## src/hw/rtl/cmst_pkg.sv

```systemverilog
// ----------------------------------------------------------------------------
// CAN message slot table package
// Shared widths, operation codes, the slot entry layout and the state type.
// ----------------------------------------------------------------------------
package cmst_pkg;

  localparam int SLOTS_DEF = 16;
  localparam int MAX_BYTES = 8;

  localparam int FUNC_W  = 3;
  localparam int SLOT_W  = 4;
  localparam int ID_W    = 29;
  localparam int LEN_W   = 4;
  localparam int BYTES_W = 8 * MAX_BYTES;
  localparam int COUNT_W = 16;
  localparam int TAG_W   = 32;

  typedef enum logic [FUNC_W-1:0] {
    FUNC_ADD     = 3'd0,
    FUNC_READ    = 3'd1,
    FUNC_DEL     = 3'd2,
    FUNC_DEL_ID  = 3'd3,
    FUNC_SET_TAG = 3'd4,
    FUNC_CLEAR   = 3'd5
  } func_t;

  typedef enum logic [1:0] {
    ST_IDLE,
    ST_SCAN,
    ST_FETCH,
    ST_FINISH
  } state_t;

  typedef struct packed {
    logic [ID_W-1:0]    id;
    logic [LEN_W-1:0]   len;
    logic [BYTES_W-1:0] bytes;
    logic [COUNT_W-1:0] count;
    logic [TAG_W-1:0]   tag;
  } entry_t;

  localparam int ENTRY_W = $bits(entry_t);

  // Byte lanes that an add replaces: the low len bytes, and only for a
  // length code from 1 to MAX_BYTES.
  function automatic logic [BYTES_W-1:0] byte_mask(input logic [LEN_W-1:0] len);
    logic [BYTES_W-1:0] mask;
    mask = '0;
    for (int b = 0; b < MAX_BYTES; b++) begin
      if (len >= LEN_W'(1) && len <= LEN_W'(MAX_BYTES) && LEN_W'(b) < len) begin
        mask[b*8 +: 8] = 8'hFF;
      end
    end
    return mask;
  endfunction

endpackage

```

## src/hw/rtl/can_message_slot_table.sv

```systemverilog
// ----------------------------------------------------------------------------
// CAN message slot table
// A table of SLOTS frame slots with add, read, delete, delete by identifier,
// set tag and clear all operations, one result beat per input beat.
// ----------------------------------------------------------------------------
// Slot contents live in one RAM with registered read data; valid bits and
// written-once bits sit in flip-flops, so reset takes effect at once and a
// slot never written reads as zero. Read, delete slot and set tag fetch the
// slot, then update it and form the result in the final step; a slot index
// outside the table skips the fetch. Add and delete by identifier sweep
// every slot through the RAM read port, one slot per cycle. An add that
// stores its frame then fetches the chosen slot; an add that finds the table
// full and a delete by identifier go from the sweep to the final step; clear
// all and unknown codes go straight to it. A finished result waits in the
// output register; the next beat is accepted while it waits, and only the
// final step of that next beat holds until the output register is free.
module can_message_slot_table
  import cmst_pkg::*;
#(
  parameter int SLOTS = SLOTS_DEF
) (
  input  logic                      clk,
  input  logic                      rst,
  input  logic                      cfg_we,
  input  logic                      cfg_wdata,
  input  logic                      in_valid,
  output logic                      in_stall,
  input  logic [FUNC_W-1:0]         func,
  input  logic [SLOT_W-1:0]         slot,
  input  logic [ID_W-1:0]           msg_id,
  input  logic [LEN_W-1:0]          msg_len,
  input  logic [BYTES_W-1:0]        msg_bytes,
  input  logic signed [TAG_W-1:0]   tag_value,
  output logic                      out_valid,
  input  logic                      out_stall,
  output logic                      ok,
  output logic                      slot_valid,
  output logic [ID_W-1:0]           out_id,
  output logic [LEN_W-1:0]          out_len,
  output logic [BYTES_W-1:0]        out_bytes,
  output logic [COUNT_W-1:0]        out_count,
  output logic signed [TAG_W-1:0]   out_tag
);

  localparam int IDX_W = $clog2(SLOTS);
  localparam int CNT_W = $clog2(SLOTS + 1);

  state_t state, state_next;

  logic             cover_mode;
  logic [SLOTS-1:0] slot_vld;
  logic [SLOTS-1:0] slot_wr;

  // Operation held for the duration of one beat.
  func_t              func_r;
  logic [ID_W-1:0]    id_r;
  logic [LEN_W-1:0]   len_r;
  logic [BYTES_W-1:0] bytes_r;
  logic [TAG_W-1:0]   tag_r;

  logic [CNT_W-1:0] iss_cnt;
  logic             cmp_vld;
  logic [IDX_W-1:0] cmp_idx;
  logic             hit_found;
  logic [IDX_W-1:0] hit_idx;
  logic             free_found;
  logic [IDX_W-1:0] free_idx;
  logic             tgt_ok;
  logic [IDX_W-1:0] tgt_idx;

  logic             ram_we;
  logic             ram_re;
  logic [IDX_W-1:0] ram_raddr;
  logic [ENTRY_W-1:0] ram_rdata;
  entry_t           new_e;

  logic   accept;
  logic   in_range;
  logic   iss_more;
  logic   scan_done;
  logic   res_load;
  entry_t cmp_e;
  entry_t tgt_e;
  logic   id_eq;
  logic   res_ok;
  logic   res_vld;
  logic   res_show;

  assign in_stall  = (state != ST_IDLE);
  assign accept    = in_valid && !in_stall;
  assign in_range  = 32'(slot) < 32'(SLOTS);
  assign iss_more  = iss_cnt < CNT_W'(SLOTS);
  assign scan_done = !iss_more && !cmp_vld;
  assign res_load  = !out_valid || !out_stall;

  // A slot that was never written reads as its reset value of zero.
  assign cmp_e = slot_wr[cmp_idx] ? entry_t'(ram_rdata) : '0;
  assign tgt_e = slot_wr[tgt_idx] ? entry_t'(ram_rdata) : '0;
  assign id_eq = (cmp_e.id == id_r);

  assign ram_re    = (state == ST_SCAN && iss_more) || state == ST_FETCH;
  assign ram_raddr = (state == ST_FETCH) ? tgt_idx : iss_cnt[IDX_W-1:0];
  assign ram_we    = state == ST_FINISH && res_load && tgt_ok &&
                     (func_r == FUNC_ADD || func_r == FUNC_SET_TAG);

  cmst_ram #(
    .WIDTH(ENTRY_W),
    .DEPTH(SLOTS)
  ) u_ram (
    .clk  (clk),
    .we   (ram_we),
    .waddr(tgt_idx),
    .wdata(new_e),
    .re   (ram_re),
    .raddr(ram_raddr),
    .rdata(ram_rdata)
  );

  // Modified entry and result for the final step of a beat.
  always_comb begin
    logic [BYTES_W-1:0] mask;
    mask     = byte_mask(len_r);
    new_e    = tgt_e;
    res_ok   = 1'b0;
    res_vld  = 1'b0;
    res_show = 1'b0;
    case (func_r)
      FUNC_ADD: begin
        new_e.id    = id_r;
        new_e.len   = len_r;
        new_e.bytes = (tgt_e.bytes & ~mask) | (bytes_r & mask);
        if (hit_found) begin
          new_e.count = (tgt_e.count == '1) ? tgt_e.count : tgt_e.count + COUNT_W'(1);
        end else begin
          new_e.count = COUNT_W'(1);
          new_e.tag   = '0;
        end
        res_ok   = tgt_ok;
        res_vld  = tgt_ok;
        res_show = tgt_ok;
      end
      FUNC_READ: begin
        res_ok   = 1'b1;
        res_vld  = tgt_ok && slot_vld[tgt_idx];
        res_show = tgt_ok;
      end
      FUNC_DEL: begin
        res_ok   = 1'b1;
        res_show = tgt_ok;
      end
      FUNC_SET_TAG: begin
        new_e.tag = tag_r;
        res_ok    = 1'b1;
        res_vld   = tgt_ok && slot_vld[tgt_idx];
        res_show  = tgt_ok;
      end
      FUNC_DEL_ID, FUNC_CLEAR: begin
        res_ok = 1'b1;
      end
      default: begin
        res_ok = 1'b0;
      end
    endcase
  end

  always_ff @(posedge clk) begin
    if (rst) begin
      state <= ST_IDLE;
    end else begin
      state <= state_next;
    end
  end

  always_comb begin
    state_next = state;
    unique case (state)
      ST_IDLE: begin
        if (accept) begin
          case (func_t'(func))
            FUNC_ADD, FUNC_DEL_ID: state_next = ST_SCAN;
            FUNC_READ, FUNC_DEL, FUNC_SET_TAG:
              state_next = in_range ? ST_FETCH : ST_FINISH;
            default: state_next = ST_FINISH;
          endcase
        end
      end
      ST_SCAN: begin
        if (scan_done) begin
          if (func_r == FUNC_ADD && (hit_found || free_found)) begin
            state_next = ST_FETCH;
          end else begin
            state_next = ST_FINISH;
          end
        end
      end
      ST_FETCH: begin
        state_next = ST_FINISH;
      end
      ST_FINISH: begin
        if (res_load) begin
          state_next = ST_IDLE;
        end
      end
      default: state_next = ST_IDLE;
    endcase
  end

  // Control state: configuration, valid bits, scan bookkeeping, output valid.
  always_ff @(posedge clk) begin
    if (rst) begin
      cover_mode <= 1'b0;
      slot_vld   <= '0;
      slot_wr    <= '0;
      iss_cnt    <= '0;
      cmp_vld    <= 1'b0;
      hit_found  <= 1'b0;
      free_found <= 1'b0;
      tgt_ok     <= 1'b0;
      out_valid  <= 1'b0;
    end else begin
      if (cfg_we) begin
        cover_mode <= cfg_wdata;
      end

      if (accept) begin
        iss_cnt    <= '0;
        cmp_vld    <= 1'b0;
        hit_found  <= 1'b0;
        free_found <= 1'b0;
        tgt_ok     <= in_range && (func_t'(func) == FUNC_READ ||
                                   func_t'(func) == FUNC_DEL ||
                                   func_t'(func) == FUNC_SET_TAG);
      end

      if (state == ST_SCAN) begin
        cmp_vld <= iss_more;
        if (iss_more) begin
          iss_cnt <= iss_cnt + CNT_W'(1);
        end
        if (cmp_vld) begin
          if (func_r == FUNC_ADD) begin
            if (cover_mode && slot_vld[cmp_idx] && id_eq && !hit_found) begin
              hit_found <= 1'b1;
            end
            if (!slot_vld[cmp_idx] && !free_found) begin
              free_found <= 1'b1;
            end
          end else if (id_eq) begin
            // Delete by identifier matches valid and invalid slots alike.
            slot_vld[cmp_idx] <= 1'b0;
          end
        end
        if (scan_done) begin
          tgt_ok <= func_r == FUNC_ADD && (hit_found || free_found);
        end
      end

      if (state == ST_FINISH && res_load) begin
        if (func_r == FUNC_CLEAR) begin
          slot_vld <= '0;
        end else if (tgt_ok) begin
          if (func_r == FUNC_ADD) begin
            slot_vld[tgt_idx] <= 1'b1;
          end else if (func_r == FUNC_DEL) begin
            slot_vld[tgt_idx] <= 1'b0;
          end
        end
        if (ram_we) begin
          slot_wr[tgt_idx] <= 1'b1;
        end
      end

      if (state == ST_FINISH && res_load) begin
        out_valid <= 1'b1;
      end else if (!out_stall) begin
        out_valid <= 1'b0;
      end
    end
  end

  // Payload registers.
  always_ff @(posedge clk) begin
    if (accept) begin
      func_r  <= func_t'(func);
      id_r    <= msg_id;
      len_r   <= msg_len;
      bytes_r <= msg_bytes;
      tag_r   <= tag_value;
      tgt_idx <= IDX_W'(slot);
    end

    if (state == ST_SCAN) begin
      cmp_idx <= iss_cnt[IDX_W-1:0];
      if (cmp_vld && func_r == FUNC_ADD) begin
        if (cover_mode && slot_vld[cmp_idx] && id_eq && !hit_found) begin
          hit_idx <= cmp_idx;
        end
        if (!slot_vld[cmp_idx] && !free_found) begin
          free_idx <= cmp_idx;
        end
      end
      if (scan_done) begin
        tgt_idx <= hit_found ? hit_idx : free_idx;
      end
    end

    if (state == ST_FINISH && res_load) begin
      ok         <= res_ok;
      slot_valid <= res_vld;
      out_id     <= res_show ? new_e.id : '0;
      out_len    <= res_show ? new_e.len : '0;
      out_bytes  <= res_show ? new_e.bytes : '0;
      out_count  <= res_show ? new_e.count : '0;
      out_tag    <= res_show ? new_e.tag : '0;
    end
  end

  // A result beat only appears after the final step of an operation.
  a_result_from_finish: assert property (@(posedge clk) disable iff (rst)
    $rose(out_valid) |-> $past(state == ST_FINISH))
    else $error("result beat raised outside the final step");

  // The sweep never runs past the last slot.
  a_scan_bound: assert property (@(posedge clk) disable iff (rst)
    iss_cnt <= CNT_W'(SLOTS))
    else $error("slot sweep counter out of range");

  // Every accepted beat starts work at once.
  a_accept_leaves_idle: assert property (@(posedge clk) disable iff (rst)
    accept |=> state != ST_IDLE)
    else $error("accepted beat did not start");

  // An add that found no slot must not write the RAM.
  a_no_write_when_full: assert property (@(posedge clk) disable iff (rst)
    ram_we |-> tgt_ok)
    else $error("RAM write without a target slot");

endmodule

```

## src/hw/rtl/cmst_ram.sv

```systemverilog
// ----------------------------------------------------------------------------
// Generic single-port-write RAM
// One write port and one read port with registered read data.
// ----------------------------------------------------------------------------
module cmst_ram #(
  parameter int WIDTH = 8,
  parameter int DEPTH = 16
) (
  input  logic                     clk,
  input  logic                     we,
  input  logic [$clog2(DEPTH)-1:0] waddr,
  input  logic [WIDTH-1:0]         wdata,
  input  logic                     re,
  input  logic [$clog2(DEPTH)-1:0] raddr,
  output logic [WIDTH-1:0]         rdata
);

  logic [WIDTH-1:0] mem [DEPTH];

  always_ff @(posedge clk) begin
    if (we) begin
      mem[waddr] <= wdata;
    end
    if (re) begin
      rdata <= mem[raddr];
    end
  end

endmodule
```

## config.mk

```make
export PLATFORM = sky130hd
export DESIGN_NAME = can_message_slot_table
export DESIGN_NICKNAME = d
export VERILOG_FILES = /design/src/hw/rtl/cmst_pkg.sv /design/src/hw/rtl/can_message_slot_table.sv /design/src/hw/rtl/cmst_ram.sv
export SDC_FILE = /design/constraint.sdc
export NUM_CORES = 2
export LEC_CHECK = 0
export BUFFER_PORTS_ARGS = -buffer_cell sky130_fd_sc_hd__buf_2
export CORE_MARGIN = 2
export CORE_UTILIZATION = 35
export CTS_BUF_LIST = sky130_fd_sc_hd__clkbuf_4
export DETAILED_ROUTE_END_ITERATION = 10
export GPL_TIMING_DRIVEN = 0
export HOLD_SLACK_MARGIN = 0.06
export PLACE_DENSITY = 0.59
export SETUP_SLACK_MARGIN = 0.15
export SLEW_MARGIN = 40
export SYNTH_ARGS = -nofsm -noshare
export SYNTH_HDL_FRONTEND = slang
export SYNTH_SLANG_ARGS = --single-unit
```

## constraint.sdc

```tcl
create_clock -name clk -period 37.8 [get_ports clk]
set_clock_uncertainty 0.2 [all_clocks]
set_input_delay 5.67 -clock clk [delete_from_list [all_inputs] [get_ports clk]]
set_output_delay 5.67 -clock clk [all_outputs]
set_load 0.01 [all_outputs]
```

==> results_dict.tcl <==
set metrics [dict create \
    p_leak_uw 0.04403 \
    utilization_pct 41.86 \
    max_stage_delay_ns 0.65 \
    yosys.area_share.simple_pct 4.578 \
    syn-num-nets 5553 \
    post_cts_resized 0 \
    path_cells "buf_2 > nand2_1 > nand2_1 > inv_8 > nand3_1 > clkbuf_1 > nor3_2 > buf_2 > buf_4 > buf_2 > buf_4 > buf_2 > buf_2 > buf_2 > buf_4 > buf_2" \
    vias 59520 \
    numCtsBuffers 705 \
    clock-sinks 2805 \
    io_buffers 289 \
    fin_tns_setup_ns 0 \
    peakVddDrop_mv 0.03207 \
    critPathKind "input pin to register" \
    place.gp.congestion 0.8128 \
    clock_latency_ns 1.36 \
    overflow 0 \
    grt_pass1_vias 61320 \
    drive_gt1_share_pct 35.69 \
    wl_per_cell_um 26.11 \
    cts_root_buf "clkbuf_4" \
    required_ns 38.60 \
    wl_um 298700 \
    pin_count 291 \
    hp-class "register to register" \
    place_ws_ns 26.90 \
    yosys_warnings 0 \
    dieArea_um2 311900 \
    cap_violations 0 \
    synth_compound_area_share_pct 3.405 \
    synth_ff_type "edfxtp_1" \
    yosysUniqueCellTypes 61 \
    netlist_instances 5404 \
    final_nets 6973 \
    dr.pass1.iters 8 \
    hold-worst-slack_ns 0.2838 \
    max_freq_mhz 104.4 \
    path_delay_family "buffers and inverters" \
    reg2regPathDepth 15 \
    grt_pass1_wl_um 425400 \
    syn_avg_cell_area_um2 19.91 \
    placed_cells 10220 \
    synth-edff-count 2756 \
    clockBufferDepth 4 \
    final_antenna_net_count 0 \
    startpoint_type "input pin" \
    end_kind "register" \
    synth_top_family_by_area "multiplexers" \
    grt_usage_pct 18.88 \
    max-slew-margin-rel_pct 38.98 \
    synth_area_leaders "edfxtp_1 (77%), mux4_2 (12%), nand2_1 (1.9%)" \
    clkSlewWorstSetupHoldPaths_ns 0.07 \
    initial_core_util_pct 35.18 \
    r2r-start "tgt_idx[1]$_DFF_P_" \
    crit_start "out_stall" \
    synth_mux_area_share_pct 12.61 \
    drv_slew 0 \
    synth_commonest_cells "edfxtp_1 (2756), mux4_2 (597), nand2_1 (547)" \
    worst_slack_ns 28.22 \
    fp.coreArea_um2 305800 \
    rsz0062_at_grt "no" \
    yosysTopAreaCell "edfxtp_1" \
    outcome "complete, no violations" \
    holdPathStages 0 \
    fin_cells 11440 \
    cp.depth 16 \
    yosysMostFrequentCell "edfxtp_1" \
    cts_tree "built" \
    hold_viol_final 0 \
    drt_iter0_markers 6170 \
    syn_to_final_growth_pct 18.97 \
    path_max_fanout 40 \
    ys_ff_latch 2805 \
    synthXorXnorAreaFrac_pct 0.2930 \
    dieHeight_um 558.5 \
    tightest_slew_ns 0.9153 \
    cts_max_level 6 \
    postCtsHoldBufs 0 \
    synth_area_um2 107600 \
    period_share_pct 25.34 \
    cpMostUsedCell "buf_2" \
    hp-start "cmp_idx[2]$_DFFE_PP_" \
    antenna_found_initial 34 \
    cp.arrival_ns 10.37 \
    viasPerCell 5.203 \
    synth_seq_area_share_pct 77.83 \
    netlist.area_leader.share_pct 76.92 \
    crit_path_top_delay_cell "nor3_2" \
    async_flop_share_pct 0 \
    post-cts-setup-buffers 0 \
    setup_viol_count_final 0 \
    synth_fa_ha_area_share_pct 0.09070 \
    die_w_um 558.5 \
    grt_max_degree 66 \
    fin_crit_ns 9.578 \
    rows 203 \
    critPathBufInv 12 \
    dp_hpwl_um 206400 \
    post-route-drc-count 0 \
    power.density_nw_per_um2 62.59 \
]
==> cell type report <==
cell class | instances | area, µm²
fillers | 27350 | 177800
flip-flops and latches | 2805 | 83740
multi-input cells | 2276 | 22940
clock buffers | 1009 | 7575
repair buffers | 713 | 6015
well taps | 4100 | 5130
plain buffers | 307 | 1319
clock inverters | 201 | 1184
inverters | 16 | 75.07
diodes | 14 | 35.03
==> worst register-to-register path: stages, from the launching register on <==
cell	delay (ns)
dfxtp_1	0.30
clkbuf_1	0.40
mux4_2	0.32
mux4_2	0.40
clkbuf_2	0.58
clkbuf_2	0.55
and2_1	0.24
ha_1	0.18
nand3_1	0.13
nor4_1	0.57
a41oi_2	0.31
nor3b_2	0.26
nand2_1	0.21
nor2_1	0.08
xor2_1	0.19
nor2_1	0.58
==> per-layer routing <==
metal  up-vias  global-route usage [%]  wire length (µm)
met5         -                       0               183
met4        30                   7.412             10650
met3       563                   3.856             22010
met2      2576                   30.90            145000
met1     30970                   24.71            120900
li1      25380                       -                 -
==> metrics by stage <==
step	power (µW)	cell area, µm²
2_1_floorplan	4910	107600
3_3_place_gp	5548	114200
3_5_place_dp	5584	119200
4_1_cts	8112	127900
5_1_grt	8372	128000
6_report	8013	128000
==> cells by family (layout without fill, tap and decap cells) <==
family          after synthesis  in the layout
xor+xnor                     36             36
mux                         609            609
compound gates              561            561
flops                      2805           2805
fa+ha+maj                     8              8
buf+inv                     323           2246
other cells                   0             14
simple gates               1062           1062
==> cells in the final DEF, fill, tap and decap left out, types with 27 or more instances in the layout <==
cell type,count
o21ai_0,31
clkinv_1,133
edfxtp_1,2756
o21ai_2,42
buf_8,50
buf_4,196
mux4_2,597
a21oi_1,102
buf_2,463
dfxtp_1,49
and2_1,149
a211oi_1,151
a31oi_1,158
nor2b_1,82
buf_16,58
nor2_1,101
clkbuf_2,44
clkbuf_1,175
a22o_1,34
clkbuf_4,1014
nand2_1,547
nand3_1,74
xnor2_1,27
==> registers in the layout, indices dropped and copies added (netlist names), 2 cells and up <==
signal and flops:
cmp_idx 4, func_r 3, bytes_r 64, out_bytes 64, len_r 4, slot_wr 16, id_r 29, out_count 16
out_tag 32, slot_vld 16, tag_r 32, u_ram.rdata 145, state 2, free_idx 4, u_ram.mem 2320, hit_idx 4
out_len 4, tgt_idx 4, out_id 29, iss_cnt 5
==> power by group <==
group / leakage [µW] / switching, µW / internal [µW]
combinational: 0.0117 / 1050 / 700
sequential: 0.0271 / 96.7 / 3650
clock: 0.00519 / 1220 / 1290
==> path summary, 6_finish.rpt <==
check,to,slack (ns)
setup / recovery,u_ram.mem[12][85]$_DFFE_PP_,28.22
hold reg to reg,free_idx[2]$_DFFE_PP_,0.28
setup reg to reg,out_count[13]$_SDFFCE_PN0P_,32.07
hold / removal,free_idx[2]$_DFFE_PP_,0.28
No activity file was read; power rests on OpenSTA's default activity.
